## config.mk

```make
export PLATFORM = sky130hd
export DESIGN_NAME = running_sample_statistics_unit_flat
export DESIGN_NICKNAME = d
export VERILOG_FILES = /design/src/hw/rtl/rss_pkg.sv /design/src/hw/rtl/rss_in_if.sv /design/src/hw/rtl/rss_out_if.sv /design/src/hw/rtl/rss_front.sv /design/src/hw/rtl/rss_queue.sv /design/src/hw/rtl/rss_divider.sv /design/src/hw/rtl/rss_back.sv /design/src/hw/rtl/running_sample_statistics_unit.sv /design/src/flat_wrapper.sv
export SDC_FILE = /design/constraint.sdc
export NUM_CORES = 2
export LEC_CHECK = 0
export BUFFER_PORTS_ARGS = -buffer_cell sky130_fd_sc_hd__buf_4
export CAP_MARGIN = 20
export CORE_UTILIZATION = 50
export CTS_BUF_LIST = sky130_fd_sc_hd__clkbuf_2
export CTS_CLUSTER_SIZE = 16
export DETAILED_ROUTE_END_ITERATION = 10
export GPL_ROUTABILITY_DRIVEN = 0
export PLACE_DENSITY = 0.63
export SLEW_MARGIN = 20
export SYNTH_ARGS = -nofsm -noshare
export SYNTH_HDL_FRONTEND = slang
export SYNTH_HIERARCHICAL = 1
export SYNTH_SLANG_ARGS = --single-unit
export TNS_END_PERCENT = 100
```

## constraint.sdc

```tcl
create_clock -name clk -period 27.9 [get_ports clk]
set_clock_uncertainty 0.2 [all_clocks]
set_input_delay 1.395 -clock clk [delete_from_list [all_inputs] [get_ports clk]]
set_output_delay 1.395 -clock clk [all_outputs]
set_load 0.01 [all_outputs]
```

## src/hw/rtl/rss_pkg.sv

```systemverilog
`default_nettype none
// ----------------------------------------------------------------------------
// rss_pkg
// Shared widths, types and state encoding for the running sample statistics
// unit.
// ----------------------------------------------------------------------------
package rss_pkg;

	localparam int SAMPLE_W    = 16;
	localparam int FRAC_BITS   = 16;
	localparam int MAX_COUNT   = 1024;
	localparam int CNT_W       = $clog2(MAX_COUNT + 1);
	// exact sum of MAX_COUNT full-scale samples
	localparam int SUM_W       = SAMPLE_W + CNT_W - 1;
	localparam int SQ_W        = 2 * SAMPLE_W + CNT_W - 2;
	localparam int SQ_LO_W     = SQ_W / 2;
	localparam int SQ_HI_W     = SQ_W - SQ_LO_W;
	localparam int MAGSQ_W     = 2 * SUM_W;
	localparam int NUM_W       = SQ_W + CNT_W;
	localparam int DEN_W       = 2 * CNT_W;
	localparam int DIV_W       = NUM_W + FRAC_BITS;
	localparam int DIV_CNT_W   = $clog2(DIV_W + 1);
	localparam int MEAN_W      = 32;
	localparam int VAR_W       = 47;
	localparam int QUEUE_DEPTH = 2;
	localparam int PTR_W       = $clog2(QUEUE_DEPTH);
	localparam int LVL_W       = $clog2(QUEUE_DEPTH + 1);

	localparam logic signed [SAMPLE_W-1:0] SAMPLE_MAX = {1'b0, {(SAMPLE_W - 1){1'b1}}};
	localparam logic signed [SAMPLE_W-1:0] SAMPLE_MIN = {1'b1, {(SAMPLE_W - 1){1'b0}}};

	// totals of one finished set
	typedef struct packed {
		logic [CNT_W-1:0]           count;
		logic signed [SAMPLE_W-1:0] maximum;
		logic signed [SAMPLE_W-1:0] minimum;
		logic signed [SUM_W-1:0]    sum;
		logic [SQ_W-1:0]            sqsum;
		logic                       drop;
	} rss_set_t;

	typedef struct packed {
		logic             start;
		logic [DIV_W-1:0] dividend;
		logic [DEN_W-1:0] divisor;
	} rss_div_req_t;

	typedef struct packed {
		logic             done;
		logic [DIV_W-1:0] quotient;
	} rss_div_rsp_t;

	typedef enum logic [3:0] {
		BK_IDLE,
		BK_ABS,
		BK_MUL,
		BK_ADD,
		BK_SUB,
		BK_MEAN_GO,
		BK_MEAN_WAIT,
		BK_VAR_GO,
		BK_VAR_WAIT,
		BK_OUT
	} rss_back_state_t;

endpackage
`default_nettype wire

```

## src/hw/rtl/rss_in_if.sv

```systemverilog
`default_nettype none
// ----------------------------------------------------------------------------
// rss_in_if
// Sample channel: one signed sample and its last-of-set flag per beat.
// ----------------------------------------------------------------------------
interface rss_in_if
	import rss_pkg::*;
();

	logic                       valid;
	logic                       ready;
	logic signed [SAMPLE_W-1:0] sample;
	logic                       last;

	modport source (output valid, output sample, output last, input ready);
	modport sink (input valid, input sample, input last, output ready);

endinterface
`default_nettype wire

```

## src/hw/rtl/rss_out_if.sv

```systemverilog
`default_nettype none
// ----------------------------------------------------------------------------
// rss_out_if
// Result channel: statistics of one finished set per beat.
// ----------------------------------------------------------------------------
interface rss_out_if
	import rss_pkg::*;
();

	logic                       valid;
	logic                       ready;
	logic signed [SAMPLE_W-1:0] maximum;
	logic signed [SAMPLE_W-1:0] minimum;
	logic signed [MEAN_W-1:0]   mean_q16;
	logic [VAR_W-1:0]           variance_q16;
	logic [CNT_W-1:0]           sample_count;
	logic                       overflowed;

	modport source (
		output valid, output maximum, output minimum, output mean_q16,
		output variance_q16, output sample_count, output overflowed, input ready
	);
	modport sink (
		input valid, input maximum, input minimum, input mean_q16,
		input variance_q16, input sample_count, input overflowed, output ready
	);

endinterface
`default_nettype wire

```

## src/hw/rtl/rss_front.sv

```systemverilog
`default_nettype none
// ----------------------------------------------------------------------------
// rss_front
// Accumulates count, extremes, sum and sum of squares one sample per cycle
// while the queue has room; hands a finished set's totals to the queue.
// ----------------------------------------------------------------------------
module rss_front
	import rss_pkg::*;
(
	input  wire logic clk,
	input  wire logic arst_n,
	rss_in_if.sink    samples,
	output rss_set_t  push_set,
	output logic      push,
	input  wire logic push_ready
);

	logic [CNT_W-1:0]             cnt_q;
	logic signed [SAMPLE_W-1:0]   max_q;
	logic signed [SAMPLE_W-1:0]   min_q;
	logic signed [SUM_W-1:0]      sum_q;
	logic [SQ_W-1:0]              sq_q;
	logic                         drop_q;

	logic                         beat;
	logic                         take;
	logic signed [2*SAMPLE_W-1:0] square;
	rss_set_t                     nxt;

	assign samples.ready = push_ready;
	assign beat          = samples.valid && samples.ready;
	assign take          = cnt_q < CNT_W'(MAX_COUNT);
	assign square        = samples.sample * samples.sample;

	always_comb begin
		nxt.count   = cnt_q;
		nxt.maximum = max_q;
		nxt.minimum = min_q;
		nxt.sum     = sum_q;
		nxt.sqsum   = sq_q;
		nxt.drop    = drop_q;
		if (take) begin
			nxt.count = cnt_q + 1'b1;
			if (samples.sample > max_q) begin
				nxt.maximum = samples.sample;
			end
			if (samples.sample < min_q) begin
				nxt.minimum = samples.sample;
			end
			nxt.sum   = sum_q + SUM_W'(samples.sample);
			nxt.sqsum = sq_q + SQ_W'($unsigned(square));
		end else begin
			// set too long: sample dropped
			nxt.drop = 1'b1;
		end
	end

	assign push     = beat && samples.last;
	assign push_set = nxt;

	always_ff @(posedge clk or negedge arst_n) begin
		if (!arst_n) begin
			cnt_q  <= '0;
			max_q  <= SAMPLE_MIN;
			min_q  <= SAMPLE_MAX;
			sum_q  <= '0;
			sq_q   <= '0;
			drop_q <= 1'b0;
		end else if (beat) begin
			if (samples.last) begin
				cnt_q  <= '0;
				max_q  <= SAMPLE_MIN;
				min_q  <= SAMPLE_MAX;
				sum_q  <= '0;
				sq_q   <= '0;
				drop_q <= 1'b0;
			end else begin
				cnt_q  <= nxt.count;
				max_q  <= nxt.maximum;
				min_q  <= nxt.minimum;
				sum_q  <= nxt.sum;
				sq_q   <= nxt.sqsum;
				drop_q <= nxt.drop;
			end
		end
	end

endmodule
`default_nettype wire

```

## src/hw/rtl/rss_queue.sv

```systemverilog
`default_nettype none
// ----------------------------------------------------------------------------
// rss_queue
// Short queue of finished set totals between the front and the back.
// ----------------------------------------------------------------------------
module rss_queue
	import rss_pkg::*;
(
	input  wire logic     clk,
	input  wire logic     arst_n,
	input  wire logic     push,
	input  wire rss_set_t push_set,
	output logic          push_ready,
	output logic          head_valid,
	output rss_set_t      head,
	input  wire logic     pop
);

	rss_set_t         mem_q [QUEUE_DEPTH];
	logic [PTR_W-1:0] wr_ptr_q;
	logic [PTR_W-1:0] rd_ptr_q;
	logic [LVL_W-1:0] level_q;

	assign push_ready = level_q != LVL_W'(QUEUE_DEPTH);
	assign head_valid = level_q != '0;
	assign head       = mem_q[rd_ptr_q];

	always_ff @(posedge clk) begin
		if (push) begin
			mem_q[wr_ptr_q] <= push_set;
		end
	end

	always_ff @(posedge clk or negedge arst_n) begin
		if (!arst_n) begin
			wr_ptr_q <= '0;
			rd_ptr_q <= '0;
			level_q  <= '0;
		end else begin
			if (push) begin
				wr_ptr_q <= (wr_ptr_q == PTR_W'(QUEUE_DEPTH - 1)) ? '0 : wr_ptr_q + 1'b1;
			end
			if (pop) begin
				rd_ptr_q <= (rd_ptr_q == PTR_W'(QUEUE_DEPTH - 1)) ? '0 : rd_ptr_q + 1'b1;
			end
			if (push && !pop) begin
				level_q <= level_q + 1'b1;
			end else if (pop && !push) begin
				level_q <= level_q - 1'b1;
			end
		end
	end

endmodule
`default_nettype wire

```

## src/hw/rtl/rss_divider.sv

```systemverilog
`default_nettype none
// ----------------------------------------------------------------------------
// rss_divider
// Restoring divider, one quotient bit per cycle, shared by mean and
// variance.
// ----------------------------------------------------------------------------
module rss_divider
	import rss_pkg::*;
(
	input  wire logic         clk,
	input  wire logic         arst_n,
	input  wire rss_div_req_t req,
	output rss_div_rsp_t      rsp
);

	logic                 run_q;
	logic                 done_q;
	logic [DIV_CNT_W-1:0] steps_q;
	logic [DEN_W-1:0]     rem_q;
	logic [DEN_W-1:0]     div_q;
	logic [DIV_W-1:0]     quo_q;

	logic [DEN_W:0]       shifted;
	logic [DEN_W:0]       diff;
	logic                 ge;

	// dividend shifts out at the top while quotient bits enter at the bottom
	assign shifted = {rem_q, quo_q[DIV_W-1]};
	assign diff    = shifted - {1'b0, div_q};
	assign ge      = shifted >= {1'b0, div_q};

	assign rsp.done     = done_q;
	assign rsp.quotient = quo_q;

	always_ff @(posedge clk or negedge arst_n) begin
		if (!arst_n) begin
			run_q   <= 1'b0;
			done_q  <= 1'b0;
			steps_q <= '0;
		end else begin
			done_q <= 1'b0;
			if (req.start) begin
				run_q   <= 1'b1;
				steps_q <= DIV_CNT_W'(DIV_W);
			end else if (run_q) begin
				steps_q <= steps_q - 1'b1;
				if (steps_q == DIV_CNT_W'(1)) begin
					run_q  <= 1'b0;
					done_q <= 1'b1;
				end
			end
		end
	end

	always_ff @(posedge clk) begin
		if (req.start) begin
			quo_q <= req.dividend;
			rem_q <= '0;
			div_q <= req.divisor;
		end else if (run_q) begin
			quo_q <= {quo_q[DIV_W-2:0], ge};
			rem_q <= ge ? diff[DEN_W-1:0] : shifted[DEN_W-1:0];
		end
	end

endmodule
`default_nettype wire

```

## src/hw/rtl/rss_back.sv

```systemverilog
`default_nettype none
// ----------------------------------------------------------------------------
// rss_back
// Sequencer that turns set totals into mean and variance and holds the
// result until it is taken.
// ----------------------------------------------------------------------------
module rss_back
	import rss_pkg::*;
(
	input  wire logic         clk,
	input  wire logic         arst_n,
	input  wire logic         head_valid,
	input  wire rss_set_t     head,
	output logic              pop,
	output rss_div_req_t      div_req,
	input  wire rss_div_rsp_t div_rsp,
	rss_out_if.source         results
);

	localparam int PLO_W = CNT_W + SQ_LO_W;
	localparam int PHI_W = CNT_W + SQ_HI_W;

	rss_back_state_t state_q;
	rss_back_state_t state_nxt;

	rss_set_t            set_q;
	logic [SUM_W-1:0]    mag_q;
	logic                neg_q;
	logic [MAGSQ_W-1:0]  magsq_q;
	logic [DEN_W-1:0]    den_q;
	logic [PLO_W-1:0]    plo_q;
	logic [PHI_W-1:0]    phi_q;
	logic [NUM_W-1:0]    nsq_q;
	logic [NUM_W-1:0]    num_q;
	logic [MEAN_W-1:0]   mean_q;
	logic [VAR_W-1:0]    var_q;

	logic                res_valid_q;
	logic signed [SAMPLE_W-1:0] res_max_q;
	logic signed [SAMPLE_W-1:0] res_min_q;
	logic [MEAN_W-1:0]   res_mean_q;
	logic [VAR_W-1:0]    res_var_q;
	logic [CNT_W-1:0]    res_cnt_q;
	logic                res_ovf_q;

	logic                out_free;
	logic                load_res;

	assign out_free = !res_valid_q || results.ready;

	always_comb begin
		state_nxt = state_q;
		case (state_q)
			BK_IDLE: begin
				if (head_valid) begin
					state_nxt = BK_ABS;
				end
			end
			BK_ABS:     state_nxt = BK_MUL;
			BK_MUL:     state_nxt = BK_ADD;
			BK_ADD:     state_nxt = BK_SUB;
			BK_SUB:     state_nxt = BK_MEAN_GO;
			BK_MEAN_GO: state_nxt = BK_MEAN_WAIT;
			BK_MEAN_WAIT: begin
				if (div_rsp.done) begin
					state_nxt = BK_VAR_GO;
				end
			end
			BK_VAR_GO:  state_nxt = BK_VAR_WAIT;
			BK_VAR_WAIT: begin
				if (div_rsp.done) begin
					state_nxt = BK_OUT;
				end
			end
			BK_OUT: begin
				if (out_free) begin
					state_nxt = BK_IDLE;
				end
			end
			default:    state_nxt = BK_IDLE;
		endcase
	end

	always_comb begin
		pop              = 1'b0;
		load_res         = 1'b0;
		div_req.start    = 1'b0;
		div_req.dividend = DIV_W'(mag_q) << FRAC_BITS;
		div_req.divisor  = DEN_W'(set_q.count);
		case (state_q)
			BK_IDLE:    pop = head_valid;
			BK_MEAN_GO: div_req.start = 1'b1;
			BK_VAR_GO: begin
				div_req.start    = 1'b1;
				div_req.dividend = DIV_W'(num_q) << FRAC_BITS;
				div_req.divisor  = den_q;
			end
			BK_OUT:     load_res = out_free;
			default:    pop = 1'b0;
		endcase
	end

	always_ff @(posedge clk or negedge arst_n) begin
		if (!arst_n) begin
			state_q <= BK_IDLE;
		end else begin
			state_q <= state_nxt;
		end
	end

	always_ff @(posedge clk) begin
		case (state_q)
			BK_IDLE: begin
				if (pop) begin
					set_q <= head;
				end
			end
			BK_ABS: begin
				// the most negative sum wraps to its own magnitude as unsigned
				mag_q <= set_q.sum[SUM_W-1] ? SUM_W'(-set_q.sum) : SUM_W'(set_q.sum);
				neg_q <= set_q.sum[SUM_W-1];
			end
			BK_MUL: begin
				magsq_q <= MAGSQ_W'(mag_q) * MAGSQ_W'(mag_q);
				den_q   <= DEN_W'(set_q.count) * DEN_W'(set_q.count);
				plo_q   <= PLO_W'(set_q.count) * PLO_W'(set_q.sqsum[SQ_LO_W-1:0]);
				phi_q   <= PHI_W'(set_q.count) * PHI_W'(set_q.sqsum[SQ_W-1:SQ_LO_W]);
			end
			BK_ADD: begin
				nsq_q <= (NUM_W'(phi_q) << SQ_LO_W) + NUM_W'(plo_q);
			end
			BK_SUB: begin
				num_q <= nsq_q - NUM_W'(magsq_q);
			end
			BK_MEAN_WAIT: begin
				if (div_rsp.done) begin
					mean_q <= neg_q ? -div_rsp.quotient[MEAN_W-1:0]
						: div_rsp.quotient[MEAN_W-1:0];
				end
			end
			BK_VAR_WAIT: begin
				if (div_rsp.done) begin
					var_q <= div_rsp.quotient[VAR_W-1:0];
				end
			end
			default: begin
				neg_q <= neg_q;
			end
		endcase
	end

	// output register
	always_ff @(posedge clk or negedge arst_n) begin
		if (!arst_n) begin
			res_valid_q <= 1'b0;
		end else if (load_res) begin
			res_valid_q <= 1'b1;
		end else if (results.ready) begin
			res_valid_q <= 1'b0;
		end
	end

	always_ff @(posedge clk) begin
		if (load_res) begin
			res_max_q  <= set_q.maximum;
			res_min_q  <= set_q.minimum;
			res_mean_q <= mean_q;
			res_var_q  <= var_q;
			res_cnt_q  <= set_q.count;
			res_ovf_q  <= set_q.drop;
		end
	end

	assign results.valid        = res_valid_q;
	assign results.maximum      = res_max_q;
	assign results.minimum      = res_min_q;
	assign results.mean_q16     = res_mean_q;
	assign results.variance_q16 = res_var_q;
	assign results.sample_count = res_cnt_q;
	assign results.overflowed   = res_ovf_q;

`ifndef SYNTH
	a_done_in_wait: assert property (@(posedge clk) disable iff (!arst_n)
		div_rsp.done |-> (state_q == BK_MEAN_WAIT || state_q == BK_VAR_WAIT))
		else $error("divider finished outside a wait state");

	a_var_fits: assert property (@(posedge clk) disable iff (!arst_n)
		(state_q == BK_VAR_WAIT && div_rsp.done) |->
			div_rsp.quotient[DIV_W-1:VAR_W] == '0)
		else $error("variance quotient wider than result field");

	a_pop_starts: assert property (@(posedge clk) disable iff (!arst_n)
		pop |=> state_q == BK_ABS)
		else $error("set popped without starting the sequence");

	a_load_once: assert property (@(posedge clk) disable iff (!arst_n)
		load_res |=> state_q == BK_IDLE && res_valid_q)
		else $error("result load did not end the sequence");
`endif

endmodule
`default_nettype wire

```

## src/hw/rtl/running_sample_statistics_unit.sv

```systemverilog
`default_nettype none
// ----------------------------------------------------------------------------
// running_sample_statistics_unit
// Count, maximum, minimum, mean and population variance of sample sets.
//
//   channel   dir   payload
//   samples   in    sample (s16), last
//   results   out   maximum, minimum (s16), mean_q16 (s32),
//                   variance_q16 (u47), sample_count (u11), overflowed
//
// samples are taken one per cycle; a beat with last closes the set
// the back part handles one set at a time and runs the one-bit-per-cycle
// divider once for mean, once for variance
// two finished sets queue between front and back; samples stall whenever
// the queue is full
// reset clears all accumulators and leaves the result channel empty
// ----------------------------------------------------------------------------
module running_sample_statistics_unit
	import rss_pkg::*;
(
	input  wire logic clk,
	input  wire logic arst_n,
	rss_in_if.sink    samples,
	rss_out_if.source results
);

	rss_set_t     push_set;
	logic         push;
	logic         push_ready;
	logic         head_valid;
	rss_set_t     head;
	logic         pop;
	rss_div_req_t div_req;
	rss_div_rsp_t div_rsp;

	rss_front u_front (
		.clk        (clk),
		.arst_n     (arst_n),
		.samples    (samples),
		.push_set   (push_set),
		.push       (push),
		.push_ready (push_ready)
	);

	rss_queue u_queue (
		.clk        (clk),
		.arst_n     (arst_n),
		.push       (push),
		.push_set   (push_set),
		.push_ready (push_ready),
		.head_valid (head_valid),
		.head       (head),
		.pop        (pop)
	);

	rss_divider u_divider (
		.clk    (clk),
		.arst_n (arst_n),
		.req    (div_req),
		.rsp    (div_rsp)
	);

	rss_back u_back (
		.clk        (clk),
		.arst_n     (arst_n),
		.head_valid (head_valid),
		.head       (head),
		.pop        (pop),
		.div_req    (div_req),
		.div_rsp    (div_rsp),
		.results    (results)
	);

endmodule
`default_nettype wire
```

## src/flat_wrapper.sv

```systemverilog
// flat-port wrapper written by rule: the top's interface ports become plain ports
module running_sample_statistics_unit_flat import rss_pkg::*;
  (clk, arst_n, samples_valid, samples_sample, samples_last, samples_ready, results_valid, results_maximum, results_minimum, results_mean_q16, results_variance_q16, results_sample_count, results_overflowed, results_ready);
  rss_in_if samples_i ();
  rss_out_if results_i ();
  input  wire logic clk;
  input  wire logic arst_n;
  input wire logic [$bits(samples_i.valid)-1:0] samples_valid;
  input wire logic [$bits(samples_i.sample)-1:0] samples_sample;
  input wire logic [$bits(samples_i.last)-1:0] samples_last;
  output wire logic [$bits(samples_i.ready)-1:0] samples_ready;
  output wire logic [$bits(results_i.valid)-1:0] results_valid;
  output wire logic [$bits(results_i.maximum)-1:0] results_maximum;
  output wire logic [$bits(results_i.minimum)-1:0] results_minimum;
  output wire logic [$bits(results_i.mean_q16)-1:0] results_mean_q16;
  output wire logic [$bits(results_i.variance_q16)-1:0] results_variance_q16;
  output wire logic [$bits(results_i.sample_count)-1:0] results_sample_count;
  output wire logic [$bits(results_i.overflowed)-1:0] results_overflowed;
  input wire logic [$bits(results_i.ready)-1:0] results_ready;
  assign samples_i.valid = samples_valid;
  assign samples_i.sample = samples_sample;
  assign samples_i.last = samples_last;
  assign samples_ready = samples_i.ready;
  assign results_valid = results_i.valid;
  assign results_maximum = results_i.maximum;
  assign results_minimum = results_i.minimum;
  assign results_mean_q16 = results_i.mean_q16;
  assign results_variance_q16 = results_i.variance_q16;
  assign results_sample_count = results_i.sample_count;
  assign results_overflowed = results_i.overflowed;
  assign results_i.ready = results_ready;
  running_sample_statistics_unit u_core (.clk(clk), .arst_n(arst_n), .samples(samples_i), .results(results_i));
endmodule
```

==> run summary <==
post-synthesis adder-cell area fraction - 0.3378
met3 WL post-DR - 9706 um
first-pass GRT wire length - 343,100 um
largest net degree at the start of global routing - 92
Initial DRC Count - 3,652
# IOs - 146
number of global-route vias before repair - 65,402
Post-Synth XOR/XNOR Area - 0.03729
PortBufs - 145
final setup vio count - 0
GRT Total Usage - 0.2307
Post-synth EDFFs - 891
# hold bufs at CTS - 20
unrepaired setup endpoints after global routing - no
RR Startpoint - u_core/u_back/mag_q[18]
postcts setup bufs - 0
minimum clock period - 9.587 ns
Met2 Routed Length - 98,770 um
Reg clk slew, reported paths - 0.10 ns
crit path DAT - 10.84 ns
syn_area_per_cell - 10.74 um2
CP max FO - 25
cell family with most CP delay - adder cells
worst path required time - 29.15 ns
Total Wirelength - 207,700 um
Synth area leaders - edfxtp_1 (29%), fa_1 (25%), ha_1 (8.9%)
largest family of logic cells by synthesized area - adder cells
via count - 61,187
area leader, netlist - edfxtp_1
Post-synth ARST share - 0.1238
die width - 432.2 um
Via density - 5.328
mux cell area share after synthesis - 0.02721
layout cells sized above 1 - 0.1035
clk sinks - 1,042
Worst setup SP type - input pin
synthesis-to-finish area growth - 6.703%
Slew HR - 0.2245
complex-gate fraction of the synthesized area - 0.08131
Post-DP HPWL - 157,100 um
core area - 0.1835 mm2
clock buffer depth - 4
DIE HEIGHT - 432.2 um
#FFs+latches synth - 1,042
nets@finish - 10,640
Synth Cell Area - 0.09253 mm2
metal1 wirelength - 91,110 um
Synth Area in Simple Gates - 0.1056
pre-CTS setup slack - 17.41 ns
most common cell in the netlist - inv_1
Row Count - 157
TritonRoute pass-1 iters - 6
worst-margin pin slew - 1.163 ns
CTS H-tree depth - 5
CTS tree - done
post-synth cell types - 97
die area - 0.1868 mm2
worst stage delay on the critical path - 0.80 ns
share of the yosys chip area belonging to registers - 0.3290
Worst setup startpoint - samples_sample[6]
DR top layer - met4
WL/cell - 18.09 um
CP Class - in2reg
HP Class - reg2reg
antenna violations before repair - 4
Starting Density - 0.5043
Final period util - 0.3436
outcome - complete, no violations
Total Neg Setup Slack - 0 ns
Crit-path slowest cell - a2111oi_1
Buf/Inv on CP - 5
top cell type's share of synthesized area - 0.2891
Synth Flop Type - edfxtp_1
f_max - 104.3 MHz
Hold Vio Cnt, Final - 0
worst setup margin - 18.31 ns
CTS buffer count - 296
remaining routing DRC violations - 0
Max Cap Violations - 0
crit end category - flop
Cells after Synth - 8,616
Commonest cells post-synth - inv_1 (1,614), fa_1 (1,152), nand2_1 (946)
gr ovfl total - 0
Hold Path Origin - u_core/u_back/plo_q[8]
Synth Warn # - 6
Resize count post-CTS - 0
Post-DRT Antenna Nets - 0
worst-skew pair later-pin latency - 1.70 ns
Max Slew Vio Count - 0
CP dominant cell by count - fa_1
Root Buffer - clkbuf_2
==> cell type report <==
class,instances,area (um2)
diodes,8,20.02
clock buffers,409,2047
clock inverters,90,551.8
fillers,16312,84740
inverters,1616,6066
multi-input cells,5618,54660
flip-flops and latches,1042,30450
well taps,2464,3083
repair buffers,238,1858
==> placed cells by master (no fill, tap or decap), types with 37 or more instances in the layout <==
cell type,n
xor2_1,103
a22o_1,50
a211oi_1,37
nand2b_1,46
nand4_1,57
clkinv_1,59
a21o_1,156
ha_1,655
and2_1,432
clkbuf_2,409
o21ai_0,251
nand3_1,79
edfxtp_1,891
nor3_1,51
mux2_2,200
dfrtp_1,111
a21oi_1,266
nor2b_1,46
nand2_1,945
o21a_1,38
nor2_1,199
fa_1,1152
o21ai_1,40
inv_1,1613
xnor2_1,291
and3_1,47
buf_4,217
o31ai_1,40
==> layer usage <==
| metal | GRT usage | up-vias |
|---|---|---|
| met3 | 0.03079 | 420 |
| li1 | - | 28553 |
| met1 | 0.3060 | 30548 |
| met4 | 0.09627 | 0 |
| met5 | 0 | - |
| met2 | 0.3816 | 1666 |
==> registers in the layout, summed over array words and instances (netlist names), 16 cells and up <==
register	count
u_core/u_back/den_q	21
u_core/u_back/mag_q	26
u_core/u_back/magsq_q	51
u_core/u_back/mean_q	32
u_core/u_back/nsq_q	52
u_core/u_back/num_q	52
u_core/u_back/phi_q	32
u_core/u_back/plo_q	31
u_core/u_back/results.maximum	16
u_core/u_back/results.mean_q16	32
u_core/u_back/results.minimum	16
u_core/u_back/results.variance_q16	47
u_core/u_back/set_q	111
u_core/u_back/var_q	47
u_core/u_divider/div_q	22
u_core/u_divider/quo_q	68
u_core/u_divider/rem_q	22
u_core/u_front/max_q	16
u_core/u_front/min_q	16
u_core/u_front/sq_q	41
u_core/u_front/sum_q	26
u_core/u_queue/mem_q	222
==> worst register-to-register path, cell delays in order, from the launching register on <==
cell	delay, ns
edfxtp_1	0.33
buf_4	0.35
inv_1	0.39
nor2_1	0.39
inv_1	0.11
fa_1	0.55
inv_1	0.05
fa_1	0.48
inv_1	0.05
fa_1	0.46
fa_1	0.54
inv_1	0.06
fa_1	0.46
fa_1	0.55
inv_1	0.06
fa_1	0.54
inv_1	0.05
ha_1	0.38
and3_1	0.18
a221o_1	0.32
a211oi_1	0.36
o311ai_1	0.21
or3_1	0.43
a31oi_1	0.59
o21ai_0	0.22
xor2_1	0.44
==> through the flow <==
step / hold slack, ns / utilization / std cells / instance area [um2]
4_1_cts: 0.01845 / 0.5380 / 11477 / 98710
5_1_grt: 0.09506 / 0.5381 / 11485 / 98730
6_report: 0.1473 / 0.5381 / 11485 / 98730
3_3_place_gp: 0.2017 / 0.5226 / 10957 / 95880
3_5_place_dp: 0.2045 / 0.5227 / 10958 / 95890
2_1_floorplan: 0.2003 / - / 8631 / 92590
==> worst paths after layout <==
| check | to | slack [ns] | cells past startpoint |
|---|---|---|---|
| max | u_core/u_front/sq_q[40] | 18.31 | 30 |
| min | u_core/u_back/nsq_q[8] | 0.15 | 0 |
| max reg2reg | u_core/u_back/magsq_q[47] | 19.02 | 25 |
| min reg2reg | u_core/u_back/nsq_q[8] | 0.15 | 0 |
| max in group asynchronous | u_core/u_front/sum_q[0] | 25.40 | 5 |
| min in group asynchronous | u_core/u_front/cnt_q[1] | 0.58 | 4 |
==> logic make-up (layout without fill, tap and decap cells) <==
family / after synthesis / in the layout
muxes: 226 / 226
other: 1 / 24
AOI/OAI and AO/OA: 1148 / 1148
buffers and inverters: 1971 / 2353
and+or+nand+nor: 2027 / 2027
DFF: 1042 / 1042
xor gates and xnor gates: 394 / 394
adders and majority gates: 1807 / 1807
Power is not shown: default switching activity piles up to over one toggle a cycle in this logic, so the estimate is an artifact.
